**config.mk**
```make
export PLATFORM = sky130hd
export DESIGN_NAME = chebyshev_series_eval_core
export DESIGN_NICKNAME = d
export VERILOG_FILES = /design/src/sv/cse_pkg.sv /design/src/sv/cse_mul.sv /design/src/sv/chebyshev_series_eval_core.sv
export VERILOG_INCLUDE_DIRS = /design/src /design/src/sv
export SDC_FILE = /design/constraint.sdc
export NUM_CORES = 2
export LEC_CHECK = 0
export BUFFER_PORTS_ARGS = -buffer_cell sky130_fd_sc_hd__buf_2
export CAP_MARGIN = 20
export CORE_ASPECT_RATIO = 0.75
export CORE_UTILIZATION = 53
export DETAILED_ROUTE_END_ITERATION = 10
export PLACE_DENSITY = 0.72
export SLEW_MARGIN = 30
export SYNTH_ARGS = -nofsm -noshare
export SYNTH_HDL_FRONTEND = slang
export SYNTH_SLANG_ARGS = --single-unit
```
**constraint.sdc**
```tcl
create_clock -name clk -period 9.99 [get_ports clk]
set_clock_uncertainty 0.2 [all_clocks]
set_input_delay 0.4995 -clock clk [delete_from_list [all_inputs] [get_ports clk]]
set_output_delay 0.4995 -clock clk [all_outputs]
set_load 0.03 [all_outputs]
```
**src/sv/assert_macros.svh**
```systemverilog
`ifndef ASSERT_MACROS_SVH
`define ASSERT_MACROS_SVH

// same-cycle implication
`define CSE_ASSERT_NOW(label, ante, cons) \
  label: assert property (@(posedge clk) disable iff (rst) (ante) |-> (cons)) \
    else $error("assertion failed");

// next-cycle implication
`define CSE_ASSERT_NEXT(label, ante, cons) \
  label: assert property (@(posedge clk) disable iff (rst) (ante) |=> (cons)) \
    else $error("assertion failed");

`endif

```
**src/sv/cse_pkg.sv**
```systemverilog
package cse_pkg;

  localparam int DATA_W = 32;
  localparam int FRAC_BITS = 24;
  localparam int WIDE_W = 41;

  localparam logic [1:0] REG_COEFF_COUNT = 2'd0;
  localparam logic [1:0] REG_DOMAIN_MID = 2'd1;
  localparam logic [1:0] REG_INV_HALF_WIDTH = 2'd2;

  localparam logic OP_LOAD = 1'b0;
  localparam logic OP_EVAL = 1'b1;

  localparam logic signed [WIDE_W-1:0] SAT_HI = 41'sd2147483647;
  localparam logic signed [WIDE_W-1:0] SAT_LO = -41'sd2147483648;

  typedef struct packed {
    logic              sat;
    logic [DATA_W-1:0] val;
  } sat_res_t;

  function automatic logic signed [WIDE_W-1:0] ext(input logic [DATA_W-1:0] v);
    return {{(WIDE_W - DATA_W){v[DATA_W-1]}}, v};
  endfunction

  function automatic sat_res_t sat_wide(input logic signed [WIDE_W-1:0] v);
    sat_res_t r;
    if (v > SAT_HI) begin
      r.sat = 1'b1;
      r.val = {1'b0, {(DATA_W-1){1'b1}}};
    end else if (v < SAT_LO) begin
      r.sat = 1'b1;
      r.val = {1'b1, {(DATA_W-1){1'b0}}};
    end else begin
      r.sat = 1'b0;
      r.val = v[DATA_W-1:0];
    end
    return r;
  endfunction

endpackage

```
**src/sv/cse_mul.sv**
```systemverilog
module cse_mul (
  input  logic                          clk,
  input  logic signed [cse_pkg::DATA_W-1:0] a,
  input  logic signed [cse_pkg::DATA_W-1:0] b,
  output cse_pkg::sat_res_t             res
);

  localparam int PW = 2 * cse_pkg::DATA_W;

  logic signed [PW-1:0] prod;
  logic signed [PW-1:0] rnd;

  always_ff @(posedge clk) begin
    prod <= a * b;
  end

  // round half up, floor shift, saturate
  always_comb begin
    rnd = prod + (PW'(1) <<< (cse_pkg::FRAC_BITS - 1));
    res = cse_pkg::sat_wide({rnd[PW-1], rnd[PW-1:cse_pkg::FRAC_BITS]});
  end

endmodule

```
**src/sv/chebyshev_series_eval_core.sv**
```systemverilog
// Load request: writes the coefficient table when taken, no result.
// Evaluate request: S_OFS, S_MAP, S_RND, one S_LMUL/S_ACC step per clamped
// coefficient beyond two, then S_FMUL; the result is registered in S_FACC once
// the output is free, and the next request is taken only after that. Each step
// uses the shared 32x32 multiplier, then the add/saturate stage.
// Reset (rst, synchronous): idle, no result pending, registers to defaults.
`include "assert_macros.svh"

module chebyshev_series_eval_core #(
  parameter int MAX_COEFFS = 16
) (
  input  logic                              clk,
  input  logic                              rst,
  input  logic                              cfg_valid,
  output logic                              cfg_ready,
  input  logic [1:0]                        cfg_index,
  input  logic [cse_pkg::DATA_W-1:0]        cfg_data,
  input  logic                              in_valid,
  output logic                              in_stall,
  input  logic                              op,
  input  logic [$clog2(MAX_COEFFS)-1:0]     coeff_index,
  input  logic signed [cse_pkg::DATA_W-1:0] coeff_value,
  input  logic signed [cse_pkg::DATA_W-1:0] point,
  output logic                              out_valid,
  input  logic                              out_stall,
  output logic signed [cse_pkg::DATA_W-1:0] value,
  output logic                              saturated
);

  localparam int IW = $clog2(MAX_COEFFS);
  localparam int CW = $clog2(MAX_COEFFS + 1);
  localparam int DW = cse_pkg::DATA_W;

  typedef enum logic [2:0] {
    S_IDLE, S_OFS, S_MAP, S_RND, S_LMUL, S_ACC, S_FMUL, S_FACC
  } state_t;

  state_t state;
  logic [CW-1:0] coeff_count;
  logic [DW-1:0] domain_mid;
  logic [DW-1:0] inv_half_width;
  logic [CW-1:0] n_eff;
  logic [CW-1:0] cnt;
  logic [DW-1:0] pt;
  logic [DW-1:0] x;
  logic [DW-1:0] x2;
  logic [DW-1:0] c0;
  logic [DW-1:0] c1;
  logic [DW-1:0] t;
  logic          flag;
  logic [DW-1:0] coeff_mem [MAX_COEFFS];
  logic [DW-1:0] rdata;
  logic signed [DW-1:0] mul_a;
  logic signed [DW-1:0] mul_b;
  cse_pkg::sat_res_t mres;
  cse_pkg::sat_res_t d;
  cse_pkg::sat_res_t d2;
  logic          take;
  logic          out_free;

  assign cfg_ready = 1'b1;
  assign in_stall  = (state != S_IDLE);
  assign take      = in_valid && !in_stall;
  assign out_free  = !out_valid || !out_stall;

  always_comb begin
    if (coeff_count < CW'(2)) begin
      n_eff = CW'(2);
    end else if (coeff_count > CW'(MAX_COEFFS)) begin
      n_eff = CW'(MAX_COEFFS);
    end else begin
      n_eff = coeff_count;
    end
  end

  always_ff @(posedge clk) begin
    if (take && op == cse_pkg::OP_LOAD && {1'b0, coeff_index} < (IW+1)'(MAX_COEFFS)) begin
      coeff_mem[coeff_index] <= coeff_value;
    end
    rdata <= coeff_mem[cnt[IW-1:0]];
  end

  always_comb begin
    case (state)
      S_MAP: begin
        mul_a = x;
        mul_b = inv_half_width;
      end
      S_LMUL: begin
        mul_a = c0;
        mul_b = x2;
      end
      default: begin
        mul_a = c0;
        mul_b = x;
      end
    endcase
  end

  cse_mul u_mul (
    .clk (clk),
    .a   (mul_a),
    .b   (mul_b),
    .res (mres)
  );

  always_comb begin
    d  = cse_pkg::sat_wide(cse_pkg::ext(c1) + cse_pkg::ext(mres.val));
    d2 = cse_pkg::sat_wide(cse_pkg::ext(mres.val) <<< 1);
    case (state)
      S_OFS:  d = cse_pkg::sat_wide(cse_pkg::ext(pt) - cse_pkg::ext(domain_mid));
      S_LMUL: d = cse_pkg::sat_wide(cse_pkg::ext(rdata) - cse_pkg::ext(c0));
      S_ACC:  d = cse_pkg::sat_wide(cse_pkg::ext(mres.val) + cse_pkg::ext(t));
      default: ;
    endcase
  end

  always_ff @(posedge clk) begin
    if (rst) begin
      state          <= S_IDLE;
      out_valid      <= 1'b0;
      coeff_count    <= CW'(MAX_COEFFS);
      domain_mid     <= '0;
      inv_half_width <= DW'(1) << cse_pkg::FRAC_BITS;
      cnt            <= '0;
      flag           <= 1'b0;
    end else begin
      if (cfg_valid && cfg_ready) begin
        case (cfg_index)
          cse_pkg::REG_COEFF_COUNT:    coeff_count <= cfg_data[CW-1:0];
          cse_pkg::REG_DOMAIN_MID:     domain_mid <= cfg_data;
          cse_pkg::REG_INV_HALF_WIDTH: inv_half_width <= cfg_data;
          default: ;
        endcase
      end
      if (out_valid && !out_stall && state != S_FACC) begin
        out_valid <= 1'b0;
      end
      case (state)
        S_IDLE: begin
          if (take && op == cse_pkg::OP_EVAL) begin
            pt    <= point;
            flag  <= 1'b0;
            cnt   <= '0;
            state <= S_OFS;
          end
        end
        S_OFS: begin
          x     <= d.val;
          flag  <= flag | d.sat;
          cnt   <= cnt + CW'(1);
          state <= S_MAP;
        end
        S_MAP: begin
          c0    <= rdata;
          cnt   <= cnt + CW'(1);
          state <= S_RND;
        end
        S_RND: begin
          c1    <= rdata;
          x     <= mres.val;
          x2    <= d2.val;
          flag  <= flag | mres.sat | d2.sat;
          state <= (n_eff == CW'(2)) ? S_FMUL : S_LMUL;
        end
        S_LMUL: begin
          c1    <= d.val;
          t     <= c1;
          flag  <= flag | d.sat;
          cnt   <= cnt + CW'(1);
          state <= S_ACC;
        end
        S_ACC: begin
          c0    <= d.val;
          flag  <= flag | mres.sat | d.sat;
          state <= (cnt == n_eff) ? S_FMUL : S_LMUL;
        end
        S_FMUL: begin
          state <= S_FACC;
        end
        S_FACC: begin
          if (out_free) begin
            value     <= d.val;
            saturated <= flag | mres.sat | d.sat;
            out_valid <= 1'b1;
            state     <= S_IDLE;
          end
        end
        default: state <= S_IDLE;
      endcase
    end
  end

  `CSE_ASSERT_NEXT(a_eval_start, take && op == cse_pkg::OP_EVAL, state == S_OFS)
  `CSE_ASSERT_NOW(a_cnt_bound, state == S_LMUL || state == S_ACC, cnt <= n_eff)
  `CSE_ASSERT_NEXT(a_result, state == S_FACC && out_free, out_valid && state == S_IDLE)

endmodule

```
==> impl_metrics.prom <==
# TYPE chip_impl_metric gauge
chip_impl_metric{name="synth-seq-cells",unit=""} 889
chip_impl_metric{name="remaining_drc_errors",unit=""} 0
chip_impl_metric{name="number_of_antenna_violations_at_the_first_check_in_global_routing",unit=""} 5
chip_impl_info{name="synth_top_cell_by_area",value="sky130_fd_sc_hd__edfxtp_1"} 1
chip_impl_info{name="leading_post_synthesis_cells_by_cell_area",value="sky130_fd_sc_hd__edfxtp_1 28%, sky130_fd_sc_hd__fa_1 28%, sky130_fd_sc_hd__inv_1 6.0%"} 1
chip_impl_metric{name="arrival",unit="ns"} 10.04
chip_impl_metric{name="final-setup-viol-count",unit=""} 0
chip_impl_info{name="min-delay-start",value="coeff_value[31]"} 1
chip_impl_metric{name="drtAntennaViolNets",unit=""} 0
chip_impl_metric{name="share_of_the_synthesized_area_in_compound_gates_ao_oa_aoi_oai",unit="%"} 8.481
chip_impl_metric{name="postSynthAreaPerCell",unit="um2"} 10.59
chip_impl_metric{name="maxSlewHeadroom",unit="%"} 24.65
chip_impl_metric{name="global_route.overflow_total",unit=""} 0
chip_impl_metric{name="synth-async-reset-ratio",unit="%"} 0
chip_impl_info{name="timing.critical_path.mode_cell",value="sky130_fd_sc_hd__fa_1"} 1
chip_impl_metric{name="synth_seq_area_share",unit="%"} 32.35
chip_impl_metric{name="finish.utilization",unit="%"} 58.96
chip_impl_info{name="largestRegisters",value="coeff_mem: 512 flops, u_mul.prod: 41 flops"} 1
chip_impl_info{name="critical-path-top-delay-family",value="adder cells"} 1
chip_impl_metric{name="crit_required",unit="ns"} 10.37
chip_impl_metric{name="clockBufferDepth",unit=""} 3
chip_impl_metric{name="initial_core_util",unit="%"} 53.49
chip_impl_metric{name="synthesized_net_count",unit=""} 8854
chip_impl_info{name="critical_path.slowest_cell",value="sky130_fd_sc_hd__fa_1"} 1
chip_impl_info{name="hold_class",value="input pin to register"} 1
chip_impl_metric{name="hpwlAfterDp",unit="um"} 196800
chip_impl_metric{name="row_count",unit=""} 121
chip_impl_info{name="synth_flop_cell",value="sky130_fd_sc_hd__edfxtp_1"} 1
chip_impl_metric{name="first_global_vias",unit=""} 57550
chip_impl_metric{name="final_layout_size_suffix_gt1_share",unit="%"} 9.839
chip_impl_metric{name="floorplan.die_area",unit="mm2"} 0.1484
chip_impl_metric{name="inserted_clock_buffers",unit=""} 87
chip_impl_metric{name="cts.reportedPaths.clkPinSlew",unit="ns"} 0.06
chip_impl_metric{name="synth-xor-area-share",unit="%"} 2.161
chip_impl_info{name="synth.cells.most_frequent",value="1237 x sky130_fd_sc_hd__inv_1, 1188 x sky130_fd_sc_hd__nand2_1, 1085 x sky130_fd_sc_hd__fa_1"} 1
chip_impl_info{name="cts_tree",value="built"} 1
chip_impl_metric{name="synthesis.area",unit="mm2"} 0.07782
chip_impl_metric{name="floorplan.io_pins",unit=""} 144
chip_impl_metric{name="gp_congestion",unit=""} 1.025
chip_impl_info{name="synth_most_common_cell",value="sky130_fd_sc_hd__inv_1"} 1
chip_impl_metric{name="adder_cell_share_of_the_synthesized_area",unit="%"} 33.20
chip_impl_metric{name="multiInputGateArea",unit="mm2"} 0.04692
chip_impl_metric{name="nNetsFinal",unit=""} 9055
chip_impl_metric{name="period_minus_slack",unit="ns"} 9.665
chip_impl_info{name="crit-reg2reg-launch",value="state[1]"} 1
chip_impl_metric{name="drt-wirelength-per-cell",unit="um"} 26.12
chip_impl_info{name="dominant_combinational_cell_family_by_area_after_synthesis",value="adder cells"} 1
chip_impl_metric{name="final-hold-violation-count",unit=""} 0
chip_impl_metric{name="worstPathMaxFanout",unit=""} 36
chip_impl_metric{name="maximum_number_of_pins_on_one_net_before_global_route_repair",unit=""} 105
chip_impl_metric{name="post_synth_and_or_nand_nor_area_fraction",unit="%"} 11.29
chip_impl_metric{name="drt_pass1_iterations",unit=""} 6
chip_impl_metric{name="area_growth",unit="%"} 10.22
chip_impl_metric{name="timing.final.max_slew_violations",unit=""} 0
chip_impl_metric{name="coreArea",unit="mm2"} 0.1455
chip_impl_metric{name="share_of_the_synthesized_area_in_the_top_cell_type",unit="%"} 28.44
chip_impl_info{name="rsz_0062_raised_after_global_routing",value="false"} 1
chip_impl_metric{name="die_x",unit="um"} 444.5
chip_impl_metric{name="synth_enable_flop_cells",unit=""} 737
chip_impl_metric{name="detail_route.vias_per_cell",unit=""} 6.010
chip_impl_metric{name="gr-usage-all-layers",unit="%"} 34.13
chip_impl_metric{name="fin_crit_sh",unit="%"} 96.75
chip_impl_metric{name="io_buffers",unit=""} 142
chip_impl_metric{name="chipHeight",unit="um"} 333.9
chip_impl_metric{name="largest_register_ff_count",unit=""} 512
chip_impl_metric{name="maxCapViolCount",unit=""} 0
chip_impl_metric{name="nFillCells",unit=""} 11920
chip_impl_info{name="regMostFlops",value="coeff_mem"} 1
chip_impl_info{name="worst_hold_path.endpoint",value="coeff_mem[1][31]"} 1
chip_impl_info{name="cp-end-kind",value="register"} 1
chip_impl_metric{name="global_route_wire_length_before_repair",unit="um"} 373700
chip_impl_metric{name="synth_cell_types",unit=""} 86
chip_impl_metric{name="holdPathStages",unit=""} 1
chip_impl_metric{name="path_buf_inv",unit=""} 8
chip_impl_info{name="outcome",value="complete, no violations"} 1
chip_impl_metric{name="cts.sinks",unit=""} 889
chip_impl_metric{name="insertedDiodeCount",unit=""} 0
chip_impl_metric{name="synthesis.instances",unit=""} 7347
chip_impl_metric{name="timing_worst_slew_pin_value",unit="ns"} 1.122
chip_impl_info{name="setup.worst_path.class",value="register to register"} 1
chip_impl_metric{name="postRouteWirelength",unit="um"} 250500
chip_impl_info{name="critPathLaunchType",value="register"} 1
chip_impl_metric{name="r2r.worst_path.cells",unit=""} 30
chip_impl_metric{name="synth_warnings",unit=""} 0
chip_impl_info{name="worst_r2r_endpoint",value="u_mul.prod[63]"} 1
chip_impl_metric{name="via_count",unit=""} 57640
chip_impl_metric{name="final-seq-area",unit="mm2"} 0.02518
chip_impl_info{name="cts_root_buf",value="sky130_fd_sc_hd__clkbuf_16"} 1
chip_impl_metric{name="clock_insertion_delay_worst_skew",unit="ns"} 0.67
chip_impl_metric{name="max_clk_rate",unit="MHz"} 103.5
chip_impl_metric{name="fin_setup_tns",unit="ns"} 0
chip_impl_metric{name="post_synth_mux_area_share",unit="%"} 4.805
chip_impl_metric{name="setup.reg_to_reg.worst_slack",unit="ns"} 0.33
chip_impl_metric{name="initialDrtViolationCount",unit=""} 7885
chip_impl_metric{name="critical_path.max_stage_delay",unit="ns"} 0.56
chip_impl_metric{name="htree_num_levels",unit=""} 3
through the flow:
| stage | hold slack (ns) | instances | area, um2 | setup slack, ns |
|---|---|---|---|---|
| after floorplan | 0.2324 | 7347 | 77820 | 0.5931 |
| after global placement | 0.2422 | 9333 | 81800 | 0.3282 |
| after detailed placement | 0.2465 | 9337 | 81880 | 0.2649 |
| after CTS | 0.0003063 | 9584 | 85610 | 0.1951 |
| after global routing | 0.01094 | 9591 | 85780 | 0.002868 |
| final | 0.02280 | 9591 | 85780 | 0.3251 |
worst max-delay path by stage:
stage	from	endpoint	slack, ns	cells past startpoint
final	state[1]	u_mul.prod[63]	0.33	30
after global routing	state[0]	u_mul.prod[52]	0.003	33
after CTS	state[1]	u_mul.prod[47]	0.20	30
after detailed placement	state[1]	u_mul.prod[47]	0.26	30
after global placement	state[1]	u_mul.prod[47]	0.33	30
after floorplan	state[0]	u_mul.prod[63]	0.59	30
cell families (layout without fill, tap and decap cells):
logic type / count (synthesis) / count (layout)
simple gates: 2055 / 2055
mux: 173 / 173
flops: 889 / 889
compound gates: 1026 / 1026
buf+inv: 1593 / 1869
other cells: 1 / 1
fa+ha+maj: 1418 / 1418
xor+xnor: 192 / 192
worst reg2reg max path: cells and delay by family, from the launching register on:
| kind | cells | cell delay, ns |
|---|---|---|
| buffers and inverters | 8 | 1.22 |
| and+or+nand+nor | 4 | 0.79 |
| AOI/OAI and AO/OA | 9 | 2.51 |
| DFF | 1 | 0.37 |
| adders and majority gates | 9 | 4.50 |
placed cells by master (no fill, tap or decap), types with 122 or more instances in the layout:
cell type,synthesis,layout
sky130_fd_sc_hd__nor2_1,437,418
sky130_fd_sc_hd__a21oi_1,337,330
sky130_fd_sc_hd__buf_2,11,142
sky130_fd_sc_hd__inv_1,1237,1237
sky130_fd_sc_hd__mux4_2,160,160
sky130_fd_sc_hd__o21ai_0,168,159
sky130_fd_sc_hd__nand2_1,1188,1187
sky130_fd_sc_hd__xnor2_1,122,122
sky130_fd_sc_hd__a21o_1,160,155
sky130_fd_sc_hd__edfxtp_1,737,737
sky130_fd_sc_hd__ha_1,314,314
sky130_fd_sc_hd__fa_1,1085,1085
sky130_fd_sc_hd__dfxtp_1,152,148
sky130_fd_sc_hd__buf_4,1,217
routing by layer:
layer  vias to the layer above  part of all wire (%)  wire length [um]  GRT usage, %
met3                       311                    15             36760         10.73
met4                         2                   2.4              5920         7.513
met5                         -                0.0068                17             0
li1                      24430                     -                 -             -
met1                     29200                    42            104900         52.33
met2                      3697                    41            102900         47.16
cell type report:
cell class	instances	area share, %
Sequential cell	889	29.36
Timing Repair Buffer	468	4.283
Tap cell	1968	2.871
Clock inverter	40	0.5018
Clock buffer	124	2.878
Inverter	1237	5.413
Multi-Input combinational cell	4865	54.70
timing repair:
action                                  in CTS  in global routing
setup buffers                                0                  3
gates resized for setup                      0                 15
hold buffers                                83                  0
endpoints found under the hold margin      316                  0
endpoints found under the setup margin       0                 14
Power is left out: the tool's default activity adds up to more than one toggle a clock period on the data nets, which glitch-free logic cannot reach.
